--- src/hdl/assert_macros.svh ---
// Assertion macros shared by the ready-queue RTL.
// Self-contained; included by each module that carries assertions.
`ifndef ASSERT_MACROS_SVH
`define ASSERT_MACROS_SVH

// Checked on every rising edge of clk_i outside reset.
`define PRQS_ASSERT(label, prop, msg) \
  label: assert property (@(posedge clk_i) disable iff (!rst_ni) prop) else $error(msg);

// Checked on every rising edge of clk_i, reset included.
`define PRQS_ASSERT_ALWAYS(label, prop, msg) \
  label: assert property (@(posedge clk_i) prop) else $error(msg);

`endif

--- src/hdl/prqs_pkg.sv ---
// Types and codes for the fixed-priority ready-queue scheduler.
// No dependencies; used by the top level.
package prqs_pkg;

  typedef enum logic [1:0] {
    OP_PUT      = 2'd0,
    OP_TAKE     = 2'd1,
    OP_SET_PRIO = 2'd2,
    OP_PICK     = 2'd3
  } op_e;

  typedef enum logic [1:0] {
    ST_OK    = 2'd0,
    ST_SAME  = 2'd1,
    ST_BUSY  = 2'd2,
    ST_EMPTY = 2'd3
  } status_e;

  typedef struct packed {
    op_e        operation;
    logic [2:0] task_number;
    logic [3:0] new_priority;
  } in_t;

  typedef struct packed {
    status_e    status;
    logic [2:0] chosen_task;
    logic [3:0] old_priority;
  } out_t;

endpackage

--- src/hdl/priority_ready_queue_scheduler.sv ---
// Fixed-priority FIFO ready queue: top level with input, queue state and result registers.
// Depends on prqs_pkg, prqs_pick and assert_macros.svh.
//
// One operation (put, take, set priority, pick) is accepted per clock unless the input side
// stalls. It is held in the input register, then the queue update and the level priority
// encode run in one pass into the result register, from which the single result is presented.
// A stalled result holds the input register, and the input side stalls only while both
// registers are full and the result is stalled.
`include "assert_macros.svh"

module priority_ready_queue_scheduler #(
  parameter int TASKS  = 8,
  parameter int LEVELS = 16
) (
  input  logic           clk_i,
  input  logic           rst_ni,
  input  logic           in_valid_i,
  output logic           in_stall_o,
  input  prqs_pkg::in_t  in_i,
  output logic           out_valid_o,
  input  logic           out_stall_i,
  output prqs_pkg::out_t out_o
);
  import prqs_pkg::*;

  localparam int TW = $clog2(TASKS);
  localparam int LW = $clog2(LEVELS);

  logic          stage_valid_q;
  in_t           stage_q;
  logic          out_valid_q;
  out_t          out_q;
  logic          out_load;
  logic          fire;
  logic          accept;

  logic [TW-1:0] head_q [LEVELS];
  logic [TW-1:0] head_d [LEVELS];
  logic [TW-1:0] tail_q [LEVELS];
  logic [TW-1:0] tail_d [LEVELS];
  logic [TW-1:0] link_q [TASKS];
  logic [TW-1:0] link_d [TASKS];
  logic [LW-1:0] level_q [TASKS];
  logic [LW-1:0] level_d [TASKS];
  logic [LEVELS-1:0] head_v_q, head_v_d;
  logic [LEVELS-1:0] tail_v_q, tail_v_d;
  logic [TASKS-1:0]  link_v_q, link_v_d;
  logic [TASKS-1:0]  ready_q, ready_d;

  logic [2:0]    t_mod;
  logic [TW-1:0] t_idx;
  logic [LW-1:0] np_lvl;
  logic [LW-1:0] lv;
  logic          pick_found;
  logic [TW-1:0] pick_task;
  out_t          res;
  logic          put_ok;
  logic          take_ok;

  assign out_load    = !out_valid_q || !out_stall_i;
  assign fire        = stage_valid_q && out_load;
  assign in_stall_o  = stage_valid_q && !out_load;
  assign accept      = in_valid_i && !in_stall_o;
  assign out_valid_o = out_valid_q;
  assign out_o       = out_q;

  // task number folded into range
  always_comb begin
    t_mod = stage_q.task_number;
    for (int k = 0; k < 4; k++) begin
      if (32'(t_mod) >= TASKS) begin
        t_mod = t_mod - 3'(TASKS);
      end
    end
  end

  assign t_idx  = TW'(t_mod);
  assign np_lvl = (32'(stage_q.new_priority) >= LEVELS) ? LW'(LEVELS - 1)
                                                        : LW'(stage_q.new_priority);
  assign lv     = level_q[t_idx];

  prqs_pick #(
    .TASKS  (TASKS),
    .LEVELS (LEVELS)
  ) u_pick (
    .head_valid_i (head_v_q),
    .head_i       (head_q),
    .found_o      (pick_found),
    .task_o       (pick_task)
  );

  always_comb begin
    head_d   = head_q;
    tail_d   = tail_q;
    link_d   = link_q;
    level_d  = level_q;
    head_v_d = head_v_q;
    tail_v_d = tail_v_q;
    link_v_d = link_v_q;
    ready_d  = ready_q;
    res        = '0;
    res.status = ST_OK;
    if (fire) begin
      unique case (stage_q.operation)
        OP_PUT: begin
          if (ready_q[t_idx]) begin
            res.status = ST_SAME;
          end else begin
            if (tail_v_q[lv]) begin
              link_d[tail_q[lv]]   = t_idx;
              link_v_d[tail_q[lv]] = 1'b1;
            end else begin
              head_d[lv]   = t_idx;
              head_v_d[lv] = 1'b1;
            end
            tail_d[lv]      = t_idx;
            tail_v_d[lv]    = 1'b1;
            link_v_d[t_idx] = 1'b0;
            ready_d[t_idx]  = 1'b1;
          end
        end
        OP_TAKE: begin
          if (!ready_q[t_idx]) begin
            res.status = ST_SAME;
          end else begin
            if (link_v_q[t_idx]) begin
              head_d[lv]   = link_q[t_idx];
              head_v_d[lv] = 1'b1;
            end else begin
              head_v_d[lv] = 1'b0;
              tail_v_d[lv] = 1'b0;
            end
            ready_d[t_idx]  = 1'b0;
            link_v_d[t_idx] = 1'b0;
          end
        end
        OP_SET_PRIO: begin
          res.old_priority = 4'(level_q[t_idx]);
          if (ready_q[t_idx]) begin
            res.status = ST_BUSY;
          end else begin
            level_d[t_idx] = np_lvl;
          end
        end
        OP_PICK: begin
          res.status      = pick_found ? ST_OK : ST_EMPTY;
          res.chosen_task = pick_found ? 3'(pick_task) : 3'd0;
        end
        default: begin
          res.status = ST_OK;
        end
      endcase
    end
  end

  always_ff @(posedge clk_i or negedge rst_ni) begin
    if (!rst_ni) begin
      stage_valid_q <= 1'b0;
      out_valid_q   <= 1'b0;
      head_v_q      <= '0;
      tail_v_q      <= '0;
      link_v_q      <= '0;
      ready_q       <= '0;
      for (int i = 0; i < TASKS; i++) begin
        level_q[i] <= '0;
      end
    end else begin
      if (accept) begin
        stage_valid_q <= 1'b1;
      end else if (fire) begin
        stage_valid_q <= 1'b0;
      end
      if (out_load) begin
        out_valid_q <= stage_valid_q;
      end
      head_v_q <= head_v_d;
      tail_v_q <= tail_v_d;
      link_v_q <= link_v_d;
      ready_q  <= ready_d;
      level_q  <= level_d;
    end
  end

  always_ff @(posedge clk_i) begin
    if (accept) begin
      stage_q <= in_i;
    end
    if (fire) begin
      out_q <= res;
    end
    head_q <= head_d;
    tail_q <= tail_d;
    link_q <= link_d;
  end

  assign put_ok  = fire && stage_q.operation == OP_PUT && res.status == ST_OK;
  assign take_ok = fire && stage_q.operation == OP_TAKE && res.status == ST_OK;

  `PRQS_ASSERT(a_put_marks_ready, put_ok |=> ready_q[$past(t_idx)], "put left task not ready")
  `PRQS_ASSERT(a_take_clears_ready, take_ok |=> !ready_q[$past(t_idx)], "take left task ready")
  `PRQS_ASSERT_ALWAYS(a_stall_has_item, in_stall_o |-> stage_valid_q, "stall without item")

endmodule

--- src/hdl/prqs_pick.sv ---
// Priority encoder over the per-level head registers: lowest valid level wins.
// Purely combinational; no package dependency.
module prqs_pick #(
  parameter int TASKS  = 8,
  parameter int LEVELS = 16
) (
  input  logic [LEVELS-1:0]        head_valid_i,
  input  logic [$clog2(TASKS)-1:0] head_i [LEVELS],
  output logic                     found_o,
  output logic [$clog2(TASKS)-1:0] task_o
);

  always_comb begin
    found_o = 1'b0;
    task_o  = '0;
    for (int i = LEVELS - 1; i >= 0; i--) begin
      if (head_valid_i[i]) begin
        found_o = 1'b1;
        task_o  = head_i[i];
      end
    end
  end

endmodule

--- config.mk ---
export PLATFORM = sky130hd
export DESIGN_NAME = priority_ready_queue_scheduler
export DESIGN_NICKNAME = d
export VERILOG_FILES = /design/src/hdl/prqs_pkg.sv /design/src/hdl/priority_ready_queue_scheduler.sv /design/src/hdl/prqs_pick.sv
export VERILOG_INCLUDE_DIRS = /design/src /design/src/hdl
export SDC_FILE = /design/constraint.sdc
export NUM_CORES = 1
export LEC_CHECK = 0
export BUFFER_PORTS_ARGS = -buffer_cell sky130_fd_sc_hd__buf_4
export CAP_MARGIN = 20
export CORE_ASPECT_RATIO = 1.1
export CORE_MARGIN = 3
export CORE_UTILIZATION = 56
export DETAILED_ROUTE_END_ITERATION = 8
export PLACE_DENSITY = 0.83
export SLEW_MARGIN = 10
export SYNTH_ARGS = -nofsm -noshare
export SYNTH_HDL_FRONTEND = slang
export SYNTH_SLANG_ARGS = --single-unit
--- constraint.sdc ---
create_clock -name clk_i -period 3.6 [get_ports clk_i]
set_clock_uncertainty 0.1 [all_clocks]
set_input_delay 0.72 -clock clk_i [delete_from_list [all_inputs] [get_ports clk_i]]
set_output_delay 0.72 -clock clk_i [all_outputs]
set_load 0.02 [all_outputs]
### Word level (Yosys, flattened, before mapping)

Index checks and enable logic that the tools add are counted.

* logic and storage cells: 215
* input port bits: 13
* register bits after elaboration: 220

* $lt $le $gt $ge: 12
* equal/unequal tests: 8
* muxes and demuxes: 95
* reduce and logical (&&, ||, !) cells: 25
* bitwise gates (word level): 15

Operators with widths (count)
* $mux W48: 4
* $bwmux W48: 3
* $mux W16: 7
* $pmux W48 S2: 1
* $mux W3: 22
* $mux W8: 8
* $pmux W16 S2: 2
* $and A16 B16 Y16: 2
* $bwmux W32: 1
* $or A16 B16 Y16: 2
* $pmux W8 S2: 2
* $mux W1: 26
* $and A8 B8 Y8: 3
* $bwmux W24: 1
* $not A16 Y16: 1
* $or A8 B8 Y8: 2
* $bmux W3 S4: 1
* $bmux W4 S3: 1
* $demux W3 S4: 1
* $demux W4 S3: 1
* $mux W4: 3
* $ne A2 B2 Y1 const B: 5
* $reduce_and A5 Y1: 2
* $bmux W3 S3: 1
* other kinds (30): 53

### Logic depth before layout (Yosys ltp)

* word-level depth: 20
* gate-level depth with buffers: 13

### Modules after synthesis

Synthesis repeated with hierarchy kept, for this count alone.

* cells, all modules: 786
* area total of the unflattened synthesis: 9843.2 um2

Modules (own cells, without submodules)
* priority_ready_queue_scheduler: instances 1, seq. area each 6195.9 um2, area an instance 9312.7 um2, cells each 698
* prqs_pick: instances 1, seq. area each 0.0 um2, area an instance 530.5 um2, cells each 88

### Worst setup path before layout

Ideal clock, no wire load.

* path kind: flip-flop to flip-flop
* start point: register stage_q, in the netlist t_idx[1]
* end point: register link_q[12] (netlist bit), enable pin
* setup time: 0.376 ns
* path slack: -0.062 ns
* stages on the path, launching flop included: 12
* data arrival time: 3.186 ns
* buffers on the path: 4
* required time: 3.124 ns
* cells stage by stage: edfxtp_1 mux2_1 a32o_1 buf_6 a21o_1 buf_6 buf_8 buf_8 a211oi_2 a311oi_1 or4_4 nor4_1

* cells in the longest elaborated chain, start to end: 7
* elaborated cells between the ends (all ways): 10
* those cells by class: mux: 7; bitwise: 2; reduce/logical: 1

RTL lines
* start: declaration: line priority_ready_queue_scheduler.sv:30 `in_t stage_q;`
* start signal: assignment: line priority_ready_queue_scheduler.sv:186 `stage_q <= in_i;`
* $not A3 Y4 (implied by the code): line priority_ready_queue_scheduler.sv:80 `assign lv = level_q[t_idx];`
* $bmux W4 S3: line priority_ready_queue_scheduler.sv:80
* $mux W4 (implied by the code) (2 in series): line priority_ready_queue_scheduler.sv:80
* $bmux W1 S4: line priority_ready_queue_scheduler.sv:109 `if (tail_v_q[lv]) begin`
* $mux W1 (implied by the code): line priority_ready_queue_scheduler.sv:109
* $reduce_and A4 Y1 (no line) *
* end signal: assignment: line priority_ready_queue_scheduler.sv:193 `link_q <= link_d;`
* end: declaration: line priority_ready_queue_scheduler.sv:41 `logic [TW-1:0] link_q [TASKS];`

Mark *: on every way between the ends. The rest lies on a longest branch, timed or not. The select of a mux whose other input is x is not followed.
A chain may end at the register's enable or synchronous reset.

### Final worst setup path

* start point: register stage_q, in the netlist t_idx[2]
* end point: register head_q[0] (netlist bit), enable pin

* cells in the longest elaborated chain, start to end: 8
* elaborated cells between the ends (all ways): 15
* those cells by class: eq/ne: 4; mux: 9; bitwise: 1; reduce/logical: 1

RTL lines
* $not A3 Y4 (implied by the code): line priority_ready_queue_scheduler.sv:80
* $bmux W4 S3: line priority_ready_queue_scheduler.sv:80
* $mux W4 (implied by the code) (2 in series): line priority_ready_queue_scheduler.sv:80
* $bmux W1 S4: line priority_ready_queue_scheduler.sv:109
* $mux W1 (implied by the code): line priority_ready_queue_scheduler.sv:109
* $ne A2 B2 Y1 (no line)
* $reduce_and A6 Y1 (no line) *
* end signal: assignment: line priority_ready_queue_scheduler.sv:191 `head_q <= head_d;`
* end: declaration: line priority_ready_queue_scheduler.sv:37 `logic [TW-1:0] head_q [LEVELS];`

Marked as above.

==> impl_results.md <==
* Slew Limit Fails at 0
* Count of final setup violators at 54
* Final Util at 67.1%
* Min Tclk post-route at between 3 and 4 ns
* Final std cells w/o fill at approximately 1100
* Power density cells at roughly 580 nW/µm²
* Worst-path clk slew at around 0.060 ns
* Synthesized Nets at approximately 830
* Vias at about 7300
* Final cycle utilization of the critical path at 107%
* Critical path launch point: t_idx[2]
* CTS root buffer: clkbuf_16
* Most frequent cells in the layout: 138 x edfxtp_1, 100 x nor2_1, 82 x dfrtp_1, 75 x nand2_1, 71 x buf_4
* Hold Crit Class: input pin to asynchronous set/reset pin
* CTS tree: built
* CTS Buf Count at 23
* Initial drt markers at roughly 750
* FF-to-FF path depth at 11
* Setup crit end kind: flip-flop
* FF-to-FF Start: t_idx[2]
* Leakage at around 4.3 nW
* Antenna violation net count after detailed routing at 0
* Die Area at roughly 19000 µm²
* RSZ-0062 raised after global routing: true
* Worst rel slew slack at ~58%
* Initial antenna violation count at 0
* Total global-route track usage at between 20% and 30%
* Per-cell routed wire length at approximately 22 µm
* Max cap viols at 0
* Worst Setup EP: head_q[0]
* Async S/R FF share, synth at 37.3%
* DRC violations left at 0
* Post-DP Area at ~11000 µm²
* Synth Instances at ~820
* Post-synthesis compound-gate area fraction at 14.9%
* Max Freq at about 260 MHz
* Outcome: finished with violations
* Critical path data arrival time at 3.94 ns
* Adder-Cell Fraction of Synth Area at 0%
* Final hold violations at 0
* Hold_ws at about 0.080 ns
* Vias in the first global route at a little over 7000
* Global-route wire length before repair at between 30000 and 40000 µm
* Worst IR Drop VDD at around 0.48 mV
* Primary FF master, synth: edfxtp_1
* Distinct cells, synth at 62
* Flop2flop setup slack at -0.25 ns
* Number of cell rows at 50
* Core Region at 17200 µm²
* Num ports at 24
* Share of cells above drive strength 1 at between 20% and 30%
* Die Height at ~150 µm
* # diodes at 0
* Largest net degree at the start of global routing at 83
* Post-route cell area at 11500 µm²
* Sequential share of the synthesized area at 62.6%
* Most common cell after layout, fill and taps aside: edfxtp_1
* Area grow syn2layout at 16.6%
* IO Port Bufs at 23
* Pre-antenna DRT Iters at 6
* CP Class: flip-flop to flip-flop
* Startpoint types: flip-flop
* Synth Area in Simple Gates at a little under an eighth
* Post-synthesis area per instance at roughly 12 µm²
* Post-Place Cells at 1083
* CTS sink cnt at between 200 and 250
* Final GP Congestion at about 0.95
* Synthesized cell area at approximately 9900 µm²
* HPWL after detailed placement at between 15000 and 20000 µm
* Total wire length at ~25000 µm
* Worst-path fanout max at 14
* FF+latch count, synth at 220
* Xor and xnor area share after synthesis at 0.0885%
* Worst R2R End: head_q[0]
* Final WS setup at -0.254 ns
* Vias per inst at roughly 6.4
* Initial Utilization at a little under three fifths
* Critical Path RT at around 3.7 ns
* Pre-CTS setup slack at about 0.016 ns
* Remaining global-route overflow at 0
* YS warnings at 0
* Clk buf depth at 3
* Die width at roughly 130 µm
* Failing checks: setup timing
* Post-layout net count at roughly 900
* Number of flops mapped to enable cells by yosys at 138
* H-tree depth at 1
* Main combinational cell family by area after synthesis: compound AO/OA/AOI/OAI gates
* Slew @ Worst Pin at roughly 0.63 ns
* Hold buffers post-CTS at 0
* Clock latency at the later pin of the worst-skew pair at 0.52 ns
* Mux share of post-synthesis cell area at just over 7%
worst max-delay path: stages (launching register included):
cell and delay, ns:
edfxtp_1 0.38, buf_4 0.18, mux2i_1 0.13, o211ai_1 0.25
buf_4 0.29, nand2_1 0.26, a221oi_1 0.64, a211oi_2 0.20
o41ai_4 0.43, nand3_1 0.20, buf_4 0.23, nor2_1 0.22
how the worst min path moves through the flow:
stage / end / slack, ns / depth (start not counted)
floorplan: asynchronous set/reset pin / 0.32 / 0
global placement: flip-flop / 0.37 / 2
detailed placement: flip-flop / 0.38 / 2
CTS: stage_q[7] / 0.27 / 1
global route: level_q[4] / 0.11 / 1
finish: level_q[4] / 0.08 / 1
cell families (layout without fill, tap and decap cells):
group | count (synthesis) | after routing
AND/OR/NAND/NOR | 255 | 255
buffers and inverters | 73 | 148
XOR/XNOR | 1 | 1
multiplexers | 61 | 61
AO/OA/AOI/OAI | 211 | 211
flip-flops | 220 | 220
cell usage after synthesis (all sizes together) (2+ instances only):
cell       n  area, µm²
o31ai      7       52.6
a221oi    11        103
a311oi    14        123
buf       19        144
and2       2       12.5
mux2      40        450
a2111oi    4       35.0
o311ai     3       26.3
clkbuf    26       97.6
nor4      16        144
a22oi      3       22.5
a211oi    34        285
a221o      2       20.0
o41ai      2       43.8
a2bb2oi    2       30.0
nor3       6       35.0
mux4       3       67.6
nand2b     8       50.1
mux2i     18        180
dfrtp     82       2050
or4        3       33.8
nand2     75        282
a32o       2       20.0
inv       28        105
or3        4       25.0
nand3b     3       22.5
nand3      6       30.0
o21ai     76        380
o22ai      4       25.0
o221ai     3       26.3
a21oi     22        110
nor2b     11       68.8
edfxtp   138       4140
a31oi      7       43.8
nor2     116        438
o21a       6       45.0
and3       2       12.5
area by class of cell:
type                       count  area (µm²)
sequential                   220        6200
tap                          234         293
inverter                      28         105
multi-input combinational    528        3520
fill                        1164        5660
clock inverter                 7        96.3
clock buffer                  35         671
timing repair buffer          78         656
metrics by stage:
stage	power, W	TNS, ns
after detailed placement	0.00428	0
after CTS	0.00666	0
after global placement	0.00424	0
after global routing	0.00698	-11.62
after floorplan	0.00388	-0.0686
final	0.00675	-9.51
routing by layer:
metal / global-route usage, % / share of wire (%)
met1: 33.3 / 38
met3: 4.01 / 7.8
met2: 40.8 / 50
met5: 0 / 0
met4: 11.3 / 4.3
repair_timing:
action	4_1_cts	5_1_grt
setup buffers	2	2
setup endpoints to repair	64	76
pin swaps	0	2
resized for setup	3	33
where the power goes:
group	switching, W	internal (W)
logic	0.000751	0.000472
clock network	0.000960	0.00143
registers	0.000220	0.00292
(Power assumes the default switching activity.)
